### src/rtl/core/assert_macros.svh
// ----------------------------------------------------------------------------
// assertion macros
// concurrent checks clocked on i_clk, disabled while i_rst_n is low
// ----------------------------------------------------------------------------
`ifndef ASSERT_MACROS_SVH
`define ASSERT_MACROS_SVH

// implication check on the rising clock edge
`define CHK_CLK(label, prop, msg) \
    label: assert property (@(posedge i_clk) disable iff (!i_rst_n) prop) else $error(msg);

// plain invariant on the rising clock edge
`define CHK_ALWAYS(label, expr, msg) \
    label: assert property (@(posedge i_clk) disable iff (!i_rst_n) (expr)) else $error(msg);

`endif

### src/rtl/core/u16u8_pkg.sv
// ----------------------------------------------------------------------------
// u16u8_pkg
// shared types, constants and the byte encoding function
// ----------------------------------------------------------------------------
package u16u8_pkg;

    localparam int UNIT_W      = 16;
    localparam int CP_W        = 21;
    localparam int SURR_BITS   = 10;
    localparam int QUEUE_DEPTH = 2;

    localparam logic [5:0]      SURR_HIGH_TAG = 6'h36;
    localparam logic [5:0]      SURR_LOW_TAG  = 6'h37;
    localparam logic [CP_W-1:0] SUPP_BASE     = 21'h10000;

    typedef enum logic [1:0] {
        LEN_1 = 2'd0,
        LEN_2 = 2'd1,
        LEN_3 = 2'd2,
        LEN_4 = 2'd3
    } t_len;

    typedef struct packed {
        logic [CP_W-1:0] cp;
        t_len            len;
    } t_cp_entry;

    typedef struct packed {
        logic push;
        logic held_valid;
        logic low_surr;
    } t_front_stat;

    // byte idx of the utf-8 sequence for code point cp
    function automatic logic [7:0] encode_byte(input logic [CP_W-1:0] cp,
                                               input t_len            len,
                                               input logic [1:0]      idx);
        logic [7:0] b;
        b = 8'h00;
        case (len)
            LEN_1: b = {1'b0, cp[6:0]};
            LEN_2: begin
                case (idx)
                    2'd0:    b = {3'b110, cp[10:6]};
                    default: b = {2'b10, cp[5:0]};
                endcase
            end
            LEN_3: begin
                case (idx)
                    2'd0:    b = {4'b1110, cp[15:12]};
                    2'd1:    b = {2'b10, cp[11:6]};
                    default: b = {2'b10, cp[5:0]};
                endcase
            end
            LEN_4: begin
                case (idx)
                    2'd0:    b = {5'b11110, cp[20:18]};
                    2'd1:    b = {2'b10, cp[17:12]};
                    2'd2:    b = {2'b10, cp[11:6]};
                    default: b = {2'b10, cp[5:0]};
                endcase
            end
            default: b = 8'h00;
        endcase
        return b;
    endfunction

endpackage

### src/rtl/core/utf16_to_utf8_encoder.sv
// an accepted code unit's code point is written into the queue, and its first
// byte then goes from the queue head into the output register when that is free
// throughput: one output byte per cycle unless the receiver stalls; one unit per cycle
// enters until the code point queue (QUEUE_DEPTH entries) fills, then one unit per 1 to 4 bytes
// a high surrogate is held in the front and itself takes no queue entry
// reset: synchronous, active low; clears the held surrogate, queue and output
// ----------------------------------------------------------------------------
// utf16_to_utf8_encoder
// streaming utf-16 code unit to utf-8 byte converter
// ----------------------------------------------------------------------------
module utf16_to_utf8_encoder
    import u16u8_pkg::*;
#(
    parameter int QUEUE_DEPTH_P = QUEUE_DEPTH
) (
    input  logic              i_clk,
    input  logic              i_rst_n,
    input  logic              i_s_tvalid,
    output logic              o_s_tready,
    input  logic [UNIT_W-1:0] i_s_tdata,   // code_unit[15:0]
    output logic              o_m_tvalid,
    input  logic              i_m_tready,
    output logic [7:0]        o_m_tdata,   // out_byte[7:0]
    output logic              o_m_tlast
);

    logic        s_accept;
    logic        push;
    logic        pop;
    logic        q_full;
    logic        q_empty;
    t_cp_entry   push_entry;
    t_cp_entry   head;
    t_front_stat front_stat;

    assign o_s_tready = !q_full;
    assign s_accept   = i_s_tvalid && o_s_tready;

    u16u8_front u_front (
        .i_clk    (i_clk),
        .i_rst_n  (i_rst_n),
        .i_accept (s_accept),
        .i_unit   (i_s_tdata),
        .o_push   (push),
        .o_entry  (push_entry),
        .o_stat   (front_stat)
    );

    u16u8_queue #(
        .DEPTH (QUEUE_DEPTH_P)
    ) u_queue (
        .i_clk   (i_clk),
        .i_rst_n (i_rst_n),
        .i_push  (push),
        .i_entry (push_entry),
        .i_pop   (pop),
        .o_head  (head),
        .o_full  (q_full),
        .o_empty (q_empty)
    );

    u16u8_back u_back (
        .i_clk    (i_clk),
        .i_rst_n  (i_rst_n),
        .i_head   (head),
        .i_empty  (q_empty),
        .o_pop    (pop),
        .o_tvalid (o_m_tvalid),
        .i_tready (i_m_tready),
        .o_tdata  (o_m_tdata),
        .o_tlast  (o_m_tlast)
    );

`include "assert_macros.svh"

    `CHK_CLK(a_lone_low_dropped, (s_accept && front_stat.low_surr && !front_stat.held_valid) |-> !push, "lone low surrogate pushed")
    `CHK_CLK(a_queue_drains, (!q_empty && (!o_m_tvalid || i_m_tready)) |=> o_m_tvalid, "queued code point not emitted")
    `CHK_ALWAYS(a_pop_needs_data, !(pop && q_empty), "pop from empty queue")
    `CHK_CLK(a_pop_on_last, pop |=> (o_m_tvalid && o_m_tlast), "pop without final byte")

endmodule

### src/rtl/core/u16u8_front.sv
// ----------------------------------------------------------------------------
// u16u8_front
// takes code units, pairs surrogates and pushes code points with their length
// ----------------------------------------------------------------------------
module u16u8_front
    import u16u8_pkg::*;
(
    input  logic              i_clk,
    input  logic              i_rst_n,
    input  logic              i_accept,
    input  logic [UNIT_W-1:0] i_unit,
    output logic              o_push,
    output t_cp_entry         o_entry,
    output t_front_stat       o_stat
);

    logic                 r_held_valid;
    logic [SURR_BITS-1:0] r_held_bits;
    logic                 n_held_valid;
    logic [SURR_BITS-1:0] n_held_bits;
    logic                 is_high;
    logic                 is_low;

    assign is_high = (i_unit[UNIT_W-1:SURR_BITS] == SURR_HIGH_TAG);
    assign is_low  = (i_unit[UNIT_W-1:SURR_BITS] == SURR_LOW_TAG);

    always_comb begin
        n_held_valid = r_held_valid;
        n_held_bits  = r_held_bits;
        o_push       = 1'b0;
        o_entry.cp   = {{(CP_W-UNIT_W){1'b0}}, i_unit};
        o_entry.len  = LEN_3;
        if (i_unit[UNIT_W-1:7] == '0) begin
            o_entry.len = LEN_1;
        end else if (i_unit[UNIT_W-1:11] == '0) begin
            o_entry.len = LEN_2;
        end
        if (is_low) begin
            o_entry.cp  = SUPP_BASE + {1'b0, r_held_bits, i_unit[SURR_BITS-1:0]};
            o_entry.len = LEN_4;
        end
        if (i_accept) begin
            if (is_low) begin
                o_push       = r_held_valid;
                n_held_valid = 1'b0;
                n_held_bits  = '0;
            end else if (is_high) begin
                n_held_valid = 1'b1;
                n_held_bits  = i_unit[SURR_BITS-1:0];
            end else begin
                o_push       = 1'b1;
                n_held_valid = 1'b0;
                n_held_bits  = '0;
            end
        end
    end

    always_ff @(posedge i_clk) begin
        if (!i_rst_n) begin
            r_held_valid <= 1'b0;
            r_held_bits  <= '0;
        end else begin
            r_held_valid <= n_held_valid;
            r_held_bits  <= n_held_bits;
        end
    end

    assign o_stat.push       = o_push;
    assign o_stat.held_valid = r_held_valid;
    assign o_stat.low_surr   = is_low;

endmodule

### src/rtl/core/u16u8_queue.sv
// ----------------------------------------------------------------------------
// u16u8_queue
// short first-in first-out queue of code point entries
// ----------------------------------------------------------------------------
module u16u8_queue
    import u16u8_pkg::*;
#(
    parameter int DEPTH = QUEUE_DEPTH
) (
    input  logic      i_clk,
    input  logic      i_rst_n,
    input  logic      i_push,
    input  t_cp_entry i_entry,
    input  logic      i_pop,
    output t_cp_entry o_head,
    output logic      o_full,
    output logic      o_empty
);

    localparam int PTR_W = (DEPTH > 1) ? $clog2(DEPTH) : 1;
    localparam int CNT_W = $clog2(DEPTH + 1);

    t_cp_entry              r_slot [DEPTH];
    logic [PTR_W-1:0]       r_wr_ptr;
    logic [PTR_W-1:0]       r_rd_ptr;
    logic [CNT_W-1:0]       r_count;
    logic [PTR_W-1:0]       n_wr_ptr;
    logic [PTR_W-1:0]       n_rd_ptr;
    logic [CNT_W-1:0]       n_count;

    assign o_full  = (r_count == CNT_W'(DEPTH));
    assign o_empty = (r_count == '0);
    assign o_head  = r_slot[r_rd_ptr];

    always_comb begin
        n_wr_ptr = r_wr_ptr;
        n_rd_ptr = r_rd_ptr;
        n_count  = r_count;
        if (i_push) begin
            n_wr_ptr = (r_wr_ptr == PTR_W'(DEPTH - 1)) ? '0 : r_wr_ptr + 1'b1;
        end
        if (i_pop) begin
            n_rd_ptr = (r_rd_ptr == PTR_W'(DEPTH - 1)) ? '0 : r_rd_ptr + 1'b1;
        end
        case ({i_push, i_pop})
            2'b10:   n_count = r_count + 1'b1;
            2'b01:   n_count = r_count - 1'b1;
            default: n_count = r_count;
        endcase
    end

    always_ff @(posedge i_clk) begin
        if (i_push) begin
            r_slot[r_wr_ptr] <= i_entry;
        end
    end

    always_ff @(posedge i_clk) begin
        if (!i_rst_n) begin
            r_wr_ptr <= '0;
            r_rd_ptr <= '0;
            r_count  <= '0;
        end else begin
            r_wr_ptr <= n_wr_ptr;
            r_rd_ptr <= n_rd_ptr;
            r_count  <= n_count;
        end
    end

endmodule

### src/rtl/core/u16u8_back.sv
// ----------------------------------------------------------------------------
// u16u8_back
// walks the head code point byte by byte into the output register
// ----------------------------------------------------------------------------
module u16u8_back
    import u16u8_pkg::*;
(
    input  logic      i_clk,
    input  logic      i_rst_n,
    input  t_cp_entry i_head,
    input  logic      i_empty,
    output logic      o_pop,
    output logic      o_tvalid,
    input  logic      i_tready,
    output logic [7:0] o_tdata,
    output logic      o_tlast
);

    logic       r_tvalid;
    logic [7:0] r_tdata;
    logic       r_tlast;
    logic [1:0] r_idx;
    logic       n_tvalid;
    logic [1:0] n_idx;
    logic       out_free;
    logic       emit;
    logic       at_last;

    assign out_free = !r_tvalid || i_tready;
    assign emit     = out_free && !i_empty;
    assign at_last  = (r_idx == 2'(i_head.len));
    assign o_pop    = emit && at_last;

    always_comb begin
        n_tvalid = r_tvalid;
        n_idx    = r_idx;
        if (out_free) begin
            n_tvalid = !i_empty;
        end
        if (emit) begin
            n_idx = at_last ? 2'd0 : r_idx + 2'd1;
        end
    end

    always_ff @(posedge i_clk) begin
        if (!i_rst_n) begin
            r_tvalid <= 1'b0;
            r_idx    <= 2'd0;
        end else begin
            r_tvalid <= n_tvalid;
            r_idx    <= n_idx;
        end
    end

    always_ff @(posedge i_clk) begin
        if (emit) begin
            r_tdata <= encode_byte(i_head.cp, i_head.len, r_idx);
            r_tlast <= at_last;
        end
    end

    assign o_tvalid = r_tvalid;
    assign o_tdata  = r_tdata;
    assign o_tlast  = r_tlast;

endmodule

### config.mk
export PLATFORM = sky130hd
export DESIGN_NAME = utf16_to_utf8_encoder
export DESIGN_NICKNAME = d
export VERILOG_FILES = /design/src/rtl/core/u16u8_pkg.sv /design/src/rtl/core/utf16_to_utf8_encoder.sv /design/src/rtl/core/u16u8_front.sv /design/src/rtl/core/u16u8_queue.sv /design/src/rtl/core/u16u8_back.sv
export VERILOG_INCLUDE_DIRS = /design/src /design/src/rtl/core
export SDC_FILE = /design/constraint.sdc
export NUM_CORES = 1
export LEC_CHECK = 0
export ABC_AREA = 1
export BUFFER_PORTS_ARGS = -buffer_cell sky130_fd_sc_hd__buf_2
export CAP_MARGIN = 20
export CORE_ASPECT_RATIO = 0.7
export CORE_UTILIZATION = 52
export DETAILED_ROUTE_END_ITERATION = 10
export GPL_TIMING_DRIVEN = 0
export HOLD_SLACK_MARGIN = 0.12
export PLACE_DENSITY_LB_ADDON = 0.2
export SYNTH_ARGS = -nofsm -noshare
export SYNTH_HDL_FRONTEND = slang
export SYNTH_SLANG_ARGS = --single-unit
### constraint.sdc
create_clock -name i_clk -period 3.5 [get_ports i_clk]
set_clock_uncertainty 0.2 [all_clocks]
set_input_delay 0.35 -clock i_clk [delete_from_list [all_inputs] [get_ports i_clk]]
set_output_delay 0.35 -clock i_clk [all_outputs]
set_load 0.03 [all_outputs]
# After elaboration in Yosys (flattened, before gate mapping)
# Memory sizes are Yosys's and may differ from the RTL's. A register that Yosys moved wholly into a read port is not among the register bits.
# Index checks and enable logic that the tools add are counted.
# word_totals
reg_bits	27
latch_bits	0
ram_bits	46
romBits	0
input_bits	20
out_inout_bits	11
word_cells	62
n_memories	1
# memory_table
name	words	word_bits	read_ports	rd_clocked_by_memory_dff	write_ports	line_no	rtl
u_queue.r_slot	2	23	1	1	1	u16u8_queue.sv:23	t_cp_entry r_slot [DEPTH];
# op_classes
addsub	6
mul	0
div	0
magnitude_cmp	0
eq_ne	11
shifts	0
n_mux	22
bitwise_logic	0
reduce_logical	13
# ops
op	count
$pmux W8 S4	1
$mux W23	1
$add A17 B20 Y21 const A	1
$pmux W7 S3	1
$mux W10	2
$pmux W7 S2	1
$eq A6 B6 Y1 const B	2
$mux W1	11
$eq A2 B2 Y1 const B	5
$logic_not A9 Y1	1
$mux W7	1
$eq A2 B1 Y1 const B	3
$logic_not A2 Y1	3
$mux W2	3
$logic_not A5 Y1	1
$add A2 B1 Y2 const B	2
$pmux W2 S2	1
$logic_and A1 B1 Y1	3
$logic_not A1 Y1	3
$add A1 B1 Y1 const B	2
$eq A2 B2 Y1	1
$reduce_bool A2 Y1	1
$sub A2 B1 Y2 const B	1
$logic_or A1 B1 Y1	1

# Logic depth before layout (Yosys ltp)
# Gate-level depths: netlist of the first run.
# logic_depth
depth_word	6
mapped_depth	12
ltp_nobuf	11

# Cells and area by module
# From an unflattened synthesis of the first run, not the netlist that was laid out.
# unflattened
hier_cells	366
area_unflattened_um2	3632.2
# by_module_without_submodules
module	instances	cells_per_inst	area_each_um2	seq_area_each_um2
u16u8_queue	1	106	1889.3	1481.4
u16u8_back	1	150	974.7	330.3
u16u8_front	1	107	754.5	220.2
utf16_to_utf8_encoder	1	3	13.8	0.0

# Worst setup path after synthesis of the first run
# No wires, ideal clock.
# synth_timing
kind	register to register
startpoint	register u_queue.r_count[0]
endpoint	memory u_queue.r_slot[0][0] (netlist bit), enable pin
setup_ns	0.403
t_arrival_ns	2.089
required_time_ns	2.897
setup_slack_ns	0.808
stages_incl_launch_ff	7
path_buffers	0
synth_period_minus_slack_ns	2.692
path_cell_list	dfxtp_1 inv_1 nand2_1 nand2_1 nor2_1 nand2_1 nor2_1
# synth_between
elab_chain_len	6
# synth_rtl
item	line_no	rtl
from (decl)	u16u8_queue.sv:26	logic [CNT_W-1:0] r_count;
from (signal assigned)	u16u8_queue.sv:66	r_count <= n_count;
$eq A2 B2 Y1	u16u8_queue.sv:31	assign o_full = (r_count == CNT_W'(DEPTH));
$logic_not A1 Y1	utf16_to_utf8_encoder.sv:36	assign o_s_tready = !q_full;
net o_s_tready	utf16_to_utf8_encoder.sv:19	output logic o_s_tready,
$logic_and A1 B1 Y1	utf16_to_utf8_encoder.sv:37	assign s_accept = i_s_tvalid && o_s_tready;
$mux W1	u16u8_front.sv:42	if (i_accept) begin
$mux W1	u16u8_queue.sv:53	if (i_push) begin
$mux W1 (not written as such)	u16u8_queue.sv:54	r_slot[r_wr_ptr] <= i_entry;
to (decl)	u16u8_queue.sv:23	
# The timed path passes the listed nets, and every way through them passes these cells.

# Worst setup path after layout of the first run
# layout_timing
startpoint	input port i_m_tready
endpoint	register u_queue.r_count[1]
# layout_between
elab_chain_len	5
elab_cells_between_ends	7
cone_classes	eq/ne: 2; mux: 1; reduce/logical: 4
# layout_rtl
item	line_no	rtl
from (decl)	utf16_to_utf8_encoder.sv:22	input logic i_m_tready,
$logic_or A1 B1 Y1 *	u16u8_back.sv:29	assign out_free = !r_tvalid || i_tready;
$logic_and A1 B1 Y1 *	u16u8_back.sv:30	assign emit = out_free && !i_empty;
$logic_and A1 B1 Y1 *	u16u8_back.sv:32	assign o_pop = emit && at_last;
net pop	utf16_to_utf8_encoder.sv:29	logic pop;
$eq A2 B1 Y1 / $eq A2 B2 Y1 (equally long branches)	u16u8_queue.sv:45	case ({i_push, i_pop})
$pmux W2 S2 / $reduce_bool A2 Y1 (equally long branches)	-	
# The timed path passes the listed nets; every way through them passes the cells marked *.
# A chain may end at the register's enable or synchronous reset.

==> parameters.txt, run 1 <==
Parameter                              Value

Outcome
  Run status    completed

Die
  Site row count    24
  Initial core utilization    0.554
  Die W    101 µm
  Overall die area    between 7000 and 8000 µm²
  Ports placed on the boundary    31
  Placeable core region    approximately 6400 µm²
  Height of the die    71.2 µm

Clock network
  Clock edge transition at the registers on the reported setup and hold paths    0.08 ns
  Post_cts resized    0
  Maximum level of the CTS H-tree    3
  Number of buffers on the longest clock path    2
  Insertion delay to the later sink of the worst-skew pair    0.35 ns
  Clock root buffer master    sky130_fd_sc_hd__clkbuf_8
  Inserted Clock Buffers    9
  Number of sinks driven by the clock tree    74
  TritonCTS clock tree    yes

Worst setup path
  Data arrival time of the critical path    2.60 ns
  Sum of buffers and inverters on the critical path    6
  Critical-path cell with the highest stage delay    sky130_fd_sc_hd__dlygate4sd3_1
  Largest stage delay on the critical path    0.53 ns
  Critical path's most frequent cell    sky130_fd_sc_hd__inv_1
  Beginning of the critical path    i_m_tready
  Cell-by-cell trace of the critical path    dlygate4sd3_1 -> buf_2 -> inv_1 -> nand2_1 -> o21ai_1 -> inv_1 -> nand3_2 -> inv_1 -> ha_1 -> inv_1 -> and3_1 -> nor3_1
  Critical R2R Launch    u_queue.r_count[0]$_SDFFE_PN0P_
  Required @ worst endpoint    3.57 ns
  Type of the worst setup path    in -> reg
  Startpoint type of the worst setup path    input pin
  Register-to-Register Setup Slack    1.23 ns
  Critical path capture point type    flop
  Cell family with most CP delay    buffers and inverters
  Max Fanout on Critical Path    11

Placement
  Estimated wirelength of the detail-placed design    between 5 and 6 mm
  Placed insts    519
  Port bufs    30
  Final weighted congestion of routability-driven global placement    0.901

Timing
  Min Clock Period, post-route    about 2.5 ns
  Final clock period utilization by the worst path    0.722
  Slew at the pin closest to its max-slew limit    0.885 ns
  Setup-violating endpoint count in the final report    0
  Number of failing hold endpoints at the final stage    0
  Slew HR    0.409
  Aggregate negative setup slack    0 ns
  Setup repair after global routing missed its margin    no
  Maximum clock rate    0.396 GHz
  Final max-slew violation count    0

Synth
  Combinational family with the most area after synthesis    simple AND/OR/NAND/NOR gates
  Most frequent cell after synthesis    sky130_fd_sc_hd__nand2_1
  Synth Instances    397
  Cell taking the most area after synthesis    sky130_fd_sc_hd__edfxtp_1
  Post-synth ARST share    0
  List of most frequent post-synthesis cells    sky130_fd_sc_hd__nand2_1, sky130_fd_sc_hd__edfxtp_1, sky130_fd_sc_hd__inv_1
  Number of synthesis warnings    0
  Portion of netlist area occupied by mux cells    0
  Simple-gate portion of the synthesized area    0.259
  Number of library cell types mapped by synthesis    34
  Top cells by area in the synthesized netlist    sky130_fd_sc_hd__edfxtp_1, sky130_fd_sc_hd__nand2_1, sky130_fd_sc_hd__dfxtp_1
  Most common flop cell mapped by yosys    sky130_fd_sc_hd__edfxtp_1
  Avg Cell Area, Syn    8.97 µm²
  Share of the synthesized area in the top cell type    0.464
  Synthesis-stage register bit count    74
  Share of synthesized area occupied by flip-flops and latches    0.571
  EDFF count, synth    55
  Xor/xnor cell area share of the yosys netlist    0.00492
  Mapped cell area    3560 µm²
  Mapped Nets    425
  Synth Area in Compound Gates    0.0682
  Area share of fa/ha/maj cells after synthesis    0.0281

Route
  Met3 routed WL    553 µm
  Number of DRC markers in iteration 0    179
  Amount of wire on met2 after detailed routing    3.27 mm
  Wire length on met1    3.61 mm
  Post-detailed-route DRC marker count    0
  Iteration count of the initial detailed-routing pass    5
  Routed length per placed instance    13.7 µm
  Drt via density    just over 5
  Highest layer used for signal routing    met4
  Routed wire length    7.52 mm
  Total via count in the routed design    2802
  Antenna-violating nets left    0

Final layout
  Multi-input gate area in the final layout    1290 µm²
  Post-route non-filler standard cell count    between 500 and 600
  Ratio of cells with drive above 1 in the final layout    0.143
  Antenna fix cells    0
  Reg area    2030 µm²
  Total of fill cells in the finished design    527
  Number of nets in the final layout    479
  Area delta synth->final    17.1%

Pwr
  Worst IR drop on VDD    0.391 mV
  Static leakage    0.00179 µW
  Pwr Total    2530 µW
  Power per standard cell area    608 nW/µm²

Run
  Number of max-cap violations    0

Global route
  Pin count of the biggest net entering global routing    24
  Gr ovfl total    0
  Number of global-route vias before repair    2539
  First-pass GRT wire length    12.3 mm
  Number of antenna violations at the first check in global routing    0
  Global-route usage over all layers    0.234

Min path
  Hold WC Path Type    in -> reg
  Startpoint of the worst hold path    i_s_tvalid
==> final timing paths <==
path | endpoint | cells past startpoint
setup reg to reg | u_queue.r_slot[1][15]$_DFFE_PP_ | 6
hold / removal | u_front.r_held_valid$_SDFFE_PN0P_ | 3
setup / recovery | u_queue.r_count[1]$_SDFFE_PN0P_ | 12
hold reg to reg | u_front.r_held_bits[1]$_SDFFE_PN0P_ | 2
==> worst register-to-register path: stages (launching register included) <==
cell and delay [ns]:
sky130_fd_sc_hd__dfxtp_1 0.38, sky130_fd_sc_hd__inv_1 0.08, sky130_fd_sc_hd__nand2_1 0.09, sky130_fd_sc_hd__nand2_1 0.11, sky130_fd_sc_hd__nor2_1 0.23, sky130_fd_sc_hd__nand3_1 0.13
sky130_fd_sc_hd__inv_1 0.67
==> power breakdown <==
part           internal (µW)  leakage (µW)  total [µW]  switching, µW
clock                    348      0.000108         662            313
sequential              1070      0.000669        1110           38.2
combinational            237       0.00101         763            526
total                   1660       0.00179        2530            877
==> placed cells by master (no fill, tap or decap), types with 2 or more instances in the layout <==
| master | count |
|---|---|
| sky130_fd_sc_hd__nand3_1 | 38 |
| sky130_fd_sc_hd__nor3_1 | 4 |
| sky130_fd_sc_hd__o21ai_0 | 12 |
| sky130_fd_sc_hd__o21a_1 | 4 |
| sky130_fd_sc_hd__inv_1 | 45 |
| sky130_fd_sc_hd__o21ai_1 | 3 |
| sky130_fd_sc_hd__clkbuf_8 | 9 |
| sky130_fd_sc_hd__inv_6 | 2 |
| sky130_fd_sc_hd__ha_1 | 8 |
| sky130_fd_sc_hd__buf_2 | 33 |
| sky130_fd_sc_hd__a21oi_1 | 20 |
| sky130_fd_sc_hd__buf_6 | 2 |
| sky130_fd_sc_hd__dlygate4sd3_1 | 12 |
| sky130_fd_sc_hd__xor2_1 | 2 |
| sky130_fd_sc_hd__o211ai_1 | 3 |
| sky130_fd_sc_hd__clkbuf_16 | 2 |
| sky130_fd_sc_hd__dfxtp_1 | 19 |
| sky130_fd_sc_hd__nand4_1 | 5 |
| sky130_fd_sc_hd__nor2_1 | 28 |
| sky130_fd_sc_hd__nand2_2 | 4 |
| sky130_fd_sc_hd__buf_4 | 2 |
| sky130_fd_sc_hd__nand2_1 | 121 |
| sky130_fd_sc_hd__clkbuf_1 | 3 |
| sky130_fd_sc_hd__inv_4 | 2 |
| sky130_fd_sc_hd__nand2_4 | 2 |
| sky130_fd_sc_hd__nor2_4 | 2 |
| sky130_fd_sc_hd__edfxtp_1 | 55 |
==> area by class of cell <==
type,count,share of cell area
sequential,74,0.488
multi-input combinational,266,0.309
timing repair buffer,43,0.0684
inverter,47,0.0429
clock buffer,12,0.0426
tap,91,0.0273
buffer,10,0.0156
clock inverter,4,0.00690
==> cells by family after synthesis <==
| family | count (synthesis) |
|---|---|
| XOR/XNOR | 2 |
| buffers and inverters | 57 |
| flip-flops | 74 |
| AND/OR/NAND/NOR | 212 |
| AO/OA/AOI/OAI | 44 |
| adder cells (fa/ha/maj) | 8 |
==> stage by stage <==
stage / cell area (µm²) / utilization / worst slack, ns / hold slack (ns)
after floorplan: 3560 / - / 0.808 / 0.240
after global placement: 3820 / 0.595 / 0.385 / 0.255
after detailed placement: 3840 / 0.598 / 1.15 / 0.261
after CTS: 4170 / 0.649 / 1.01 / 0.133
after global routing: 4170 / 0.649 / 0.805 / 0.142
final: 4170 / 0.649 / 0.974 / 0.153
==> state kept, by name (all words and copies together), names as in the netlist, named ones only <==
signal,cells
u_back.o_tvalid,1
u_back.r_idx,2
u_front.r_held_valid,1
u_queue.r_wr_ptr,1
u_queue.r_count,2
u_back.o_tlast,1
u_front.r_held_bits,10
u_back.o_tdata,8
u_queue.r_rd_ptr,1
u_queue.r_slot,46
==> layer usage <==
layer  GRT usage  vias to the layer above
li1            -                     1419
met1       0.320                     1260
met2       0.365                      109
met3      0.0780                       14
met4      0.0564                        0
met5           0                        -
==> repair_timing <==
item / CTS / global route
hold buffers: 12 / 0
buffers inserted: 0 / 0
hold endpoints to repair: 35 / 0
Note: power is estimated with default switching activity, not from simulation.
==> inputs of run 2 (changes only) <==
==> constraint.sdc (replaced) <==
create_clock -name i_clk -period 2.65 [get_ports i_clk]
set_clock_uncertainty 0.2 [all_clocks]
set_input_delay 0.265 -clock i_clk [delete_from_list [all_inputs] [get_ports i_clk]]
set_output_delay 0.265 -clock i_clk [all_outputs]
set_load 0.03 [all_outputs]
==> run 2 against run 1 <==
Effect of this change: hold slack better by 0.12 ns; clock-buffer cell count is 3 lower; setup slack worse by 0.75 ns; sequential cell count stayed put; first-iteration DRC count is 9.5% higher; largest power group unchanged; wire length is 1.4% higher; combinational power is 34% higher; cell count is 1.3% higher; global-route usage is 0.58 points higher; register-to-register slack worse by 0.85 ns.
==> parameters.txt, run 2 (same netlist as run 1, synthesis figures left out) <==
Parameter                              Value

Outcome
  Run status    completed

Min path
  Hold WC Path Type    reg -> reg
  Startpoint of the worst hold path    u_front.r_held_bits[3]$_SDFFE_PN0P_
  Hold EP    u_front.r_held_bits[3]$_SDFFE_PN0P_
  Hold Path Cell Cnt    2

Clock network
  Inserted Clock Buffers    9
  # Post-CTS Setup Buffers    0
  Number of buffers on the longest clock path    2
  TritonCTS clock tree    yes
  Clock edge transition at the registers on the reported setup and hold paths    0.07 ns
  CTS Hold Buffers Added    19
  Insertion delay to the later sink of the worst-skew pair    between 0.3 and 0.4 ns
  Clock root buffer master    sky130_fd_sc_hd__clkbuf_8
  Number of sinks driven by the clock tree    74
  Maximum level of the CTS H-tree    3
  Post_cts resized    0

Route
  Drt via density    5.12
  Routed length per placed instance    13.8 µm
  Number of DRC markers in iteration 0    196
  Antenna-violating nets left    0
  Total via count in the routed design    2839
  Iteration count of the initial detailed-routing pass    5
  Post-detailed-route DRC marker count    0
  Routed wire length    7.63 mm

Pwr
  Switch Pwr    1180 µW
  Internal power component    about 2100 µW
  Pwr Total    about 3300 µW
  Relative contribution of the clock network to total power    0.240
  Worst IR drop on VDD    0.390 mV
  Power per standard cell area    776 nW/µm²
  Switching portion of total power    0.362
  Combinational fraction of design power    0.312
  Static leakage    ~0.0018 µW
  Portion of total power attributed to sequential cells    0.448

Die
  Die W    101 µm
  Initial core utilization    0.554
  Overall die area    7190 µm²
  Placeable core region    6430 µm²
  Site row count    24
  Ports placed on the boundary    31
  Height of the die    71.2 µm

Timing
  Final max-slew violation count    0
  Maximum clock rate    0.412 GHz
  Number of failing hold endpoints at the final stage    0
  Aggregate negative setup slack    0 ns
  Final clock period utilization by the worst path    0.917
  Setup-violating endpoint count in the final report    0
  Slew at the pin closest to its max-slew limit    around 0.90 ns
  Setup repair after global routing missed its margin    no
  Min Clock Period, post-route    ~2.4 ns
  Slew HR    0.399

Global route
  Pin count of the biggest net entering global routing    24
  Gr ovfl total    0
  Global-route usage over all layers    0.240
  Number of antenna violations at the first check in global routing    0
  First-pass GRT wire length    ~13 mm
  Number of global-route vias before repair    between 2000 and 3000

Worst setup path
  Beginning of the critical path    i_s_tdata[11]
  Max Fanout on Critical Path    23
  Critical R2R Launch    u_queue.r_count[0]$_SDFFE_PN0P_
  Required @ worst endpoint    2.43 ns
  Critical path capture point type    flop
  Data arrival time of the critical path    2.21 ns
  Startpoint type of the worst setup path    input pin
  Worst reg2reg endpoint    u_queue.r_slot[1][15]$_DFFE_PP_
  Register-to-Register Setup Slack    0.38 ns
  Reg2reg path depth    6
  Type of the worst setup path    in -> reg

Final layout
  Top library cells by usage in the layout, fill and taps aside    sky130_fd_sc_hd__nand2_1, sky130_fd_sc_hd__edfxtp_1, sky130_fd_sc_hd__inv_1
  Register containing the most flip-flops in the final layout    u_queue.r_slot
  Max reg flops    46
  Area delta synth->final    18.1%
  Number of nets in the final layout    486
  Most common cell after layout, fill and taps aside    sky130_fd_sc_hd__nand2_1
  Ratio of cells with drive above 1 in the final layout    0.140
  Antenna fix cells    0

Run
  Number of max-cap violations    0

Placement
  Final weighted congestion of routability-driven global placement    0.915
  Estimated wirelength of the detail-placed design    5.58 mm
  Port bufs    30
[run 2: power groups by stage]
| stage | sequential [µW] | clock, µW | combinational (µW) |
|---|---|---|---|
| finish | 1460 | 784 | 1020 |
| global route | 1480 | 834 | 1140 |
| CTS | 1460 | 797 | 1010 |
| detailed placement | 1490 | 0 | 983 |
| global placement | 1490 | 0 | 965 |
| floorplan | 1590 | 0 | 620 |
[run 2: cell type report]
cell class | instances | area [µm²]
Fill cell | 533 | 2220
Sequential cell | 74 | 2030
Multi-Input combinational cell | 266 | 1290
Timing Repair Buffer | 50 | 355
Inverter | 47 | 179
Clock buffer | 9 | 124
Tap cell | 91 | 114
Buffer | 10 | 65.1
Clock inverter | 7 | 48.8
[run 2: layer usage]
| layer | part of all wire | global-route usage | wire [µm] |
|---|---|---|---|
| met1 | 0.47 | 0.328 | 3590 |
| met2 | 0.43 | 0.370 | 3290 |
| met3 | 0.079 | 0.0702 | 603 |
| met4 | 0.019 | 0.0821 | 148 |
| met5 | 0 | 0 | 0 |
[run 2: worst max path at each step]
| stage | endpoint | slack, ns | cells after the start |
|---|---|---|---|
| 2_1_floorplan | u_queue.r_slot[0][0]$_DFFE_PP_ | 0.33 | 6 |
| 3_3_place_gp | u_queue.r_slot[0][22]$_DFFE_PP_ | 0.16 | 7 |
| 3_5_place_dp | u_queue.r_slot[1][21]$_DFFE_PP_ | 0.37 | 6 |
| 4_1_cts | u_queue.r_slot[1][15]$_DFFE_PP_ | 0.20 | 7 |
| 5_1_grt | u_queue.r_count[1]$_SDFFE_PN0P_ | 0.04 | 12 |
| 6_report | u_queue.r_slot[1][15]$_DFFE_PP_ | 0.22 | 7 |
[run 2: worst max-delay path, stage by stage]
cell and delay (ns):
sky130_fd_sc_hd__dlygate4sd3_1 0.54, sky130_fd_sc_hd__buf_2 0.13, sky130_fd_sc_hd__nand3_1 0.16, sky130_fd_sc_hd__nor2_1 0.09, sky130_fd_sc_hd__nor2_1 0.21, sky130_fd_sc_hd__nand3_1 0.13
sky130_fd_sc_hd__inv_1 0.67
[run 2: metrics by stage]
step / hold WS [ns] / setup slack, ns / cells / utilization / instance area (µm²)
finish: 0.274 / 0.221 / 554 / 0.654 / 4200
detailed placement: 0.260 / 0.373 / 519 / 0.598 / 3840
floorplan: 0.164 / 0.326 / 397 / - / 3560
CTS: 0.271 / 0.201 / 554 / 0.654 / 4200
global placement: 0.255 / 0.157 / 518 / 0.595 / 3830
global route: 0.303 / 0.0422 / 554 / 0.654 / 4200
